## config.mk

```make
export PLATFORM = sky130hd
export DESIGN_NAME = ajs_ctrl
export DESIGN_NICKNAME = d
export VERILOG_FILES = /design/src/hw/rtl/ajs_pkg.sv /design/src/hw/rtl/ajs_ctrl.sv
export VERILOG_INCLUDE_DIRS = /design/src /design/src/hw/rtl
export SDC_FILE = /design/constraint.sdc
export NUM_CORES = 1
export LEC_CHECK = 0
export CAP_MARGIN = 10
export CELL_PAD_IN_SITES_DETAIL_PLACEMENT = 0
export CELL_PAD_IN_SITES_GLOBAL_PLACEMENT = 2
export CORE_MARGIN = 2
export CORE_UTILIZATION = 34
export CTS_BUF_LIST = sky130_fd_sc_hd__clkbuf_4 sky130_fd_sc_hd__clkbuf_8 sky130_fd_sc_hd__clkbuf_16
export CTS_CLUSTER_SIZE = 16
export DETAILED_ROUTE_END_ITERATION = 16
export DONT_BUFFER_PORTS = 1
export GPL_ROUTABILITY_DRIVEN = 0
export PLACE_DENSITY = 0.87
export SYNTH_ARGS = -nofsm -noshare
export SYNTH_HDL_FRONTEND = slang
export SYNTH_SLANG_ARGS = --single-unit
```

## constraint.sdc

```tcl
create_clock -name clk -period 3.6 [get_ports clk]
set_clock_uncertainty 0.1 [all_clocks]
set_input_delay 0.36 -clock clk [delete_from_list [all_inputs] [get_ports clk]]
set_output_delay 0.36 -clock clk [all_outputs]
set_load 0.02 [all_outputs]
```

## src/hw/rtl/ad_tape_jacobian_sweep_top_assert.svh

```systemverilog
// assertion helpers for the rtl files, included by the controller
`ifndef AD_TAPE_JACOBIAN_SWEEP_TOP_ASSERT_SVH
`define AD_TAPE_JACOBIAN_SWEEP_TOP_ASSERT_SVH

// same-cycle implication, disabled while in reset
`define AJS_ASSERT_IMP(lbl, clk, rst_n, ante, cons) \
  lbl: assert property (@(posedge clk) disable iff (!rst_n) (ante) |-> (cons)) \
    else $error("assertion failed");

// next-cycle implication, disabled while in reset
`define AJS_ASSERT_NEXT(lbl, clk, rst_n, ante, cons) \
  lbl: assert property (@(posedge clk) disable iff (!rst_n) (ante) |=> (cons)) \
    else $error("assertion failed");

`endif

```

## src/hw/rtl/ajs_pkg.sv

```systemverilog
package ajs_pkg;

  localparam int LANES_DEF      = 4;
  localparam int MAX_OPS_DEF    = 4096;
  localparam int MAX_STMT_DEF   = 1024;
  localparam int GRAD_SLOTS_DEF = 1024;
  localparam int MAX_VARS_DEF   = 64;

  localparam logic [31:0] FX_ONE = 32'h0001_0000;

  localparam logic [2:0] CMD_LOAD_OP    = 3'd0;
  localparam logic [2:0] CMD_LOAD_STMT  = 3'd1;
  localparam logic [2:0] CMD_LOAD_INDEP = 3'd2;
  localparam logic [2:0] CMD_LOAD_DEP   = 3'd3;
  localparam logic [2:0] CMD_COMPUTE    = 3'd4;

  localparam logic [1:0] REG_STMT_COUNT  = 2'd0;
  localparam logic [1:0] REG_INDEP_COUNT = 2'd1;
  localparam logic [1:0] REG_DEP_COUNT   = 2'd2;
  localparam logic [1:0] REG_DIRECTION   = 2'd3;

  localparam logic [1:0] DIR_FORWARD = 2'd1;
  localparam logic [1:0] DIR_REVERSE = 2'd2;

  localparam logic [1:0] STS_OK             = 2'd0;
  localparam logic [1:0] STS_NOT_IDENTIFIED = 2'd1;
  localparam logic [1:0] STS_OUT_OF_RANGE   = 2'd2;

  typedef enum logic [4:0] {
    S_IDLE, S_CHECK, S_CLR, S_SD_RD, S_SD_G, S_SD_WR, S_ST_INIT, S_ST_CHK,
    S_ST_RD1, S_ST_RD2, S_TG_CAP, S_OP_CHK, S_OP_G, S_OP_MUL, S_OP_ACC,
    S_FW_WR, S_ST_NX, S_ROW_RD, S_ROW_G, S_ROW_SHOW, S_OUT_WAIT
  } ctrl_state_t;

  typedef enum logic [4:0] {
    DP_NOP, DP_LOAD, DP_START, DP_ERR, DP_CLR, DP_SEED_RD, DP_SEED_G, DP_SEED_WR,
    DP_ST_INIT, DP_ST_RD0, DP_ST_RD1, DP_ST_RD2, DP_TG_CAP, DP_OP_RD, DP_OP_G,
    DP_OP_MUL, DP_OP_ACC, DP_FW_WR, DP_ST_NEXT, DP_ROW_RD, DP_ROW_G, DP_ROW_SHOW
  } dp_op_t;

  typedef struct packed {
    dp_op_t op;
  } dp_cmd_t;

  typedef struct packed {
    logic err;
    logic rev;
    logic clr_last;
    logic seed_last;
    logic st_done;
    logic op_done;
    logic out_busy;
    logic out_last;
  } dp_status_t;

endpackage

```

## src/hw/rtl/ajs_ctrl.sv

```systemverilog
module ajs_ctrl (
  input  logic               clk,
  input  logic               rst_n,
  input  logic               in_valid,
  input  logic [2:0]         in_command,
  output logic               in_stall,
  output ajs_pkg::dp_cmd_t   cmd,
  input  ajs_pkg::dp_status_t status
);
  import ajs_pkg::*;

  ctrl_state_t state_r, state_nxt;

  always_ff @(posedge clk) begin
    if (!rst_n) state_r <= S_IDLE;
    else        state_r <= state_nxt;
  end

  assign in_stall = (state_r != S_IDLE);

  always_comb begin
    state_nxt = state_r;
    cmd.op    = DP_NOP;
    case (state_r)
      S_IDLE: begin
        if (in_valid) begin
          if (in_command == CMD_COMPUTE) begin
            cmd.op    = DP_START;
            state_nxt = S_CHECK;
          end else begin
            cmd.op = DP_LOAD;
          end
        end
      end
      S_CHECK: begin
        if (status.err) begin
          cmd.op    = DP_ERR;
          state_nxt = S_OUT_WAIT;
        end else begin
          state_nxt = S_CLR;
        end
      end
      S_CLR: begin
        cmd.op = DP_CLR;
        if (status.clr_last) state_nxt = S_SD_RD;
      end
      S_SD_RD: begin
        cmd.op    = DP_SEED_RD;
        state_nxt = S_SD_G;
      end
      S_SD_G: begin
        cmd.op    = DP_SEED_G;
        state_nxt = S_SD_WR;
      end
      S_SD_WR: begin
        cmd.op    = DP_SEED_WR;
        state_nxt = status.seed_last ? S_ST_INIT : S_SD_RD;
      end
      S_ST_INIT: begin
        cmd.op    = DP_ST_INIT;
        state_nxt = S_ST_CHK;
      end
      S_ST_CHK: begin
        if (status.st_done) begin
          state_nxt = S_ROW_RD;
        end else begin
          cmd.op    = DP_ST_RD0;
          state_nxt = S_ST_RD1;
        end
      end
      S_ST_RD1: begin
        cmd.op    = DP_ST_RD1;
        state_nxt = S_ST_RD2;
      end
      S_ST_RD2: begin
        cmd.op    = DP_ST_RD2;
        state_nxt = status.rev ? S_TG_CAP : S_OP_CHK;
      end
      S_TG_CAP: begin
        cmd.op    = DP_TG_CAP;
        state_nxt = S_OP_CHK;
      end
      S_OP_CHK: begin
        if (status.op_done) begin
          state_nxt = status.rev ? S_ST_NX : S_FW_WR;
        end else begin
          cmd.op    = DP_OP_RD;
          state_nxt = S_OP_G;
        end
      end
      S_OP_G: begin
        cmd.op    = DP_OP_G;
        state_nxt = S_OP_MUL;
      end
      S_OP_MUL: begin
        cmd.op    = DP_OP_MUL;
        state_nxt = S_OP_ACC;
      end
      S_OP_ACC: begin
        cmd.op    = DP_OP_ACC;
        state_nxt = S_OP_CHK;
      end
      S_FW_WR: begin
        cmd.op    = DP_FW_WR;
        state_nxt = S_ST_NX;
      end
      S_ST_NX: begin
        cmd.op    = DP_ST_NEXT;
        state_nxt = S_ST_CHK;
      end
      S_ROW_RD: begin
        cmd.op    = DP_ROW_RD;
        state_nxt = S_ROW_G;
      end
      S_ROW_G: begin
        cmd.op    = DP_ROW_G;
        state_nxt = S_ROW_SHOW;
      end
      S_ROW_SHOW: begin
        cmd.op    = DP_ROW_SHOW;
        state_nxt = S_OUT_WAIT;
      end
      S_OUT_WAIT: begin
        if (!status.out_busy) state_nxt = status.out_last ? S_IDLE : S_ROW_RD;
      end
      default: state_nxt = S_IDLE;
    endcase
  end

`include "ad_tape_jacobian_sweep_top_assert.svh"

  `AJS_ASSERT_IMP(a_idle_no_result, clk, rst_n, state_r == S_IDLE, !status.out_busy)
  `AJS_ASSERT_IMP(a_acc_has_op, clk, rst_n, state_r == S_OP_ACC, !status.op_done)
  `AJS_ASSERT_NEXT(a_compute_checks, clk, rst_n, state_r == S_IDLE && in_valid && in_command == CMD_COMPUTE, state_r == S_CHECK)

endmodule

```

Word level (Yosys, flattened, before mapping):

Index checks and enable logic that the tools add are counted.

* logic and storage cells: 49
* bits in registers: 5
* output and inout port bits: 6
* input bits: 14

* multiplexer cells: 18
* reduce and logical (&&, ||, !) cells: 5
* equality and inequality tests: 25

Operators by type and width (number)
* $pmux 5 s20: 1
* $pmux 5 s19: 1
* $mux 5: 9
* $eq 5x4->1 const B: 8
* $eq 5x5->1 const B: 5
* $eq 5x3->1 const B: 4
* $eq 5x2->1 const B: 2
* $mux 4: 2
* $ne 2x2->1 const B: 4
* $mux 2: 3
* $eq 5x1->1 const B: 1
* $logic_not 5->1: 1
* $reduce_bool 5->1: 1
* $reduce_and 4->1: 1
* $reduce_or 2->1: 2
* $eq 3x3->1 const B: 1
* $mux 3: 1
* $mux 1: 1

Depth between registers and ports, before layout:

* depth in word-level cells: 4
* mapped depth: 6
* depth with buffers taken out: 4

Worst setup path before layout:

OpenSTA, ideal clock, no wires.

* path type: flip-flop to output port
* start: register state_r[3]
* end: output port cmd[1] (netlist bit)
* setup slack: 1681 ps
* path buffers: 1
* data arrival time: 1459 ps
* cell stages (with the launch flop): 5
* data required time: 3140 ps
* path through: dfxtp_1 -> buf_2 -> nor3_1 -> nand2_1 -> o21ai_0

RTL lines
* from (decl): RTL line ajs_ctrl.sv:12 `ctrl_state_t state_r, state_nxt;`
* from (signal assigned): RTL line ajs_ctrl.sv:16 `else state_r <= state_nxt;`
* to (decl): RTL line ajs_ctrl.sv:7 `output ajs_pkg::dp_cmd_t cmd,`

==> results.py <==
metrics = {
    "global_route": {
        "grt_remaining_overflow": 0,
        "grt_start_max_net_pins": 24,
        "antenna_found_initial": 0,
        "via_count_of_the_first_global_routing_pass": 728,
        "grt_first_pass_wirelength_mm": 3.33,
        "grtUsageTotal_pct": 17.3,
    },
    "synth": {
        "synth-edff-count": 0,
        "synth-seq-area-share_pct": 14.2,
        "netlist_top_cells_count": "11 x sky130_fd_sc_hd__nor2_1, 10 x sky130_fd_sc_hd__nand2_1, 9 x sky130_fd_sc_hd__a21oi_1",
        "synth.ff_latch_count": 5,
        "postSynthCellCount": 106,
        "synthesis.yosys.warnings": 0,
        "yosys.cell_count.top_type": "sky130_fd_sc_hd__nor2_1",
        "netlist.top_cell.by_area": "sky130_fd_sc_hd__dfxtp_1",
        "ys_types": 42,
        "ys.flop_type": "sky130_fd_sc_hd__dfxtp_1",
        "synth_area_leaders": "sky130_fd_sc_hd__dfxtp_1 14%, sky130_fd_sc_hd__a21oi_1 6.4%, sky130_fd_sc_hd__nor2_1 5.9%",
        "post_synthesis_cell_area_um2": 706,
        "syn-mean-instance-area_um2": 6.66,
        "mappedNetlistNets": 120,
        "yosysTopAreaCellShare_pct": 14.2,
        "async_flop_share_pct": 0,
    },
    "timing": {
        "final_period_minus_worst_setup_slack_ns": 2.56,
        "rsz_0062_raised_after_global_routing": "no",
        "max_clock_freq_ghz": 0.391,
        "timing_hold_violations_final": 0,
        "layout_worst_path_cycle_share_pct": 71.1,
        "fin_setup_tns_ns": 0,
        "setup_viol": 0,
        "slew_headroom_pct": 53.3,
        "max_slew.worst_pin.slew_ns": 0.700,
        "final-max-slew-violation-count": 0,
        "hold_slack_ns": 0.136,
    },
    "layout": {
        "registers.top_by_ff_count": "state_r",
        "largest_reg_flops": 5,
        "final_net_count": 116,
        "area_delta_synth_final_pct": 0.709,
        "layout.cell_area.non_filler_um2": 711,
        "num_antenna_cells": 0,
        "layout-drive-gt1-share_pct": 8.91,
        "finish.utilization_pct": 36.2,
        "registers_with_the_most_flip_flops": "state_r: 5 flops",
        "filler_cell_count": 234,
    },
    "die": {
        "ioPinCount": 20,
        "die-area_mm2": 0.00246,
        "floorplan.rows": 16,
        "start_util_pct": 36.0,
        "die_height_um": 49.6,
        "core_area_mm2": 0.00196,
        "die_width_um": 49.6,
    },
    "worst_setup_path": {
        "critPathRequiredTime_ns": 3.14,
        "setup.worst_path.end_class": "primary output",
        "setup.reg_to_reg.worst_slack_ns": 1.68,
        "crit_arrival_ns": 2.10,
        "crit_fanout": 23,
        "critPathKind": "reg -> out",
        "critical_path.reg2reg.endpoint": "state_r[2]$_SDFFE_PN0P_",
        "setup.worst_path.start_class": "flop",
        "worst_r2r_startpoint": "state_r[4]$_SDFFE_PN0P_",
        "cp-startpoint": "state_r[4]$_SDFFE_PN0P_",
        "timing.reg2reg.worst_path_depth": 4,
    },
    "power_and_ir_drop": {
        "internal_power_uw": 234,
        "p_sw_share_pct": 53.5,
        "leakage_nw": 0.245,
        "p_comb_share_pct": 55.7,
        "pwr-share-clk_pct": 14.6,
        "power.sequential.fraction_pct": 29.7,
        "net-switching-power_uw": 269,
        "power-per-cell-area_mw_per_mm2": 708,
        "irDropWorstVdd_uv": 242,
        "post_layout_power_uw": 503,
    },
    "clock_network": {
        "tritoncts_clock_tree": "done",
        "insertion_delay_ns": 0.25,
        "cts-htree-levels": 1,
        "clk_path_buf_depth": 2,
        "clockRootBuffer": "sky130_fd_sc_hd__clkbuf_4",
        "tritoncts.num_buffers": 3,
        "tritoncts_num_sinks": 5,
        "post_cts.repair.setup_buffers": 0,
        "ctsResizeCount": 0,
        "clk_transition_reported_paths_ns": 0.05,
        "cts_hold_repair.buffers": 0,
    },
    "min_path": {
        "hold_crit_class": "in -> reg",
        "hp-start": "rst_n",
        "min_path_cells": 1,
        "worst_hold_path.endpoint": "state_r[1]$_SDFFE_PN0P_",
    },
    "route": {
        "detail-route-antenna-nets": 0,
        "first_iter_violations": 16,
        "routedWlPerCell_um": 14.1,
        "remaining_drc_errors": 0,
        "dr_total_vias": 751,
        "wl_mm": 1.81,
        "router_iterations_before_antenna_repair": 4,
        "via_per_inst": 5.87,
    },
    "run_status": {
        "result_of_the_run": "finished clean",
    },
    "job": {
        "cap_violations": 0,
    },
    "place": {
        "portBuffers": 0,
        "post_dp_hpwl_mm": 1.33,
        "postPlaceCellArea_um2": 681,
    },
}
## cells in the final DEF (no fill, tap or decap), drive strengths merged, types with 3 or more instances in the layout
cell,count
a21oi,9
a31oi,3
and2b,3
clkbuf,4
dfxtp,5
inv,5
nand2,10
nand4,5
nor2,12
nor2b,3
nor3,3
o21a,4
o21ai,5
## logic make-up after synthesis
family | Yosys count | share of synthesized area (%)
buf+inv | 14 | 11.0
simple gates | 52 | 41.5
compound gates | 35 | 33.3
flops | 5 | 14.2
## worst max-delay path, cell delays in order (launching register included)
cell	delay (ns)
sky130_fd_sc_hd__dfxtp_1	0.76
sky130_fd_sc_hd__nor2_1	0.24
sky130_fd_sc_hd__a221oi_1	0.29
sky130_fd_sc_hd__a21oi_1	0.07
sky130_fd_sc_hd__o221ai_1	0.47
## how the worst max path moves through the flow
stage                  end  slack [ns]  cells after the start
CTS                 cmd[0]        1.06                      4
global route        cmd[0]        0.84                      4
global placement    cmd[0]        1.36                      4
detailed placement  cmd[0]        1.33                      4
floorplan           cmd[1]        1.68                      4
finish              cmd[0]        1.04                      4
## power by group through the flow
stage / registers (mW) / logic, mW / clock network, mW
after global placement: 0.150 / 0.280 / 0
final: 0.149 / 0.280 / 0.0732
after floorplan: 0.0855 / 0.317 / 0
after CTS: 0.149 / 0.283 / 0.0760
after global routing: 0.161 / 0.317 / 0.0812
after detailed placement: 0.150 / 0.282 / 0
## metal layers
layer / part of all wire [%] / up-vias / routed length (µm) / global-route usage (%)
met5: 0 / - / 0 / 0
met4: 0.50 / 0 / 9 / 6.94
met3: 6.2 / 2 / 112 / 4.24
met2: 50 / 21 / 908 / 29.6
met1: 43 / 343 / 776 / 20.5
li1: - / 385 / - / -
## through the flow
stage	setup WS (ns)	cells
after floorplan	1.68	106
after global placement	1.36	124
after detailed placement	1.33	124
after CTS	1.06	128
after global routing	0.845	128
final	1.04	128
## cell type report
cell class	count	area (µm²)	share of cell area (%)
flip-flops and latches	5	100	14.1
multi-input cells	87	528	74.3
well taps	27	33.8	4.75
inverters	5	18.8	2.64
clock buffers	4	30.0	4.23
Note: power is estimated with default switching activity, not from simulation.
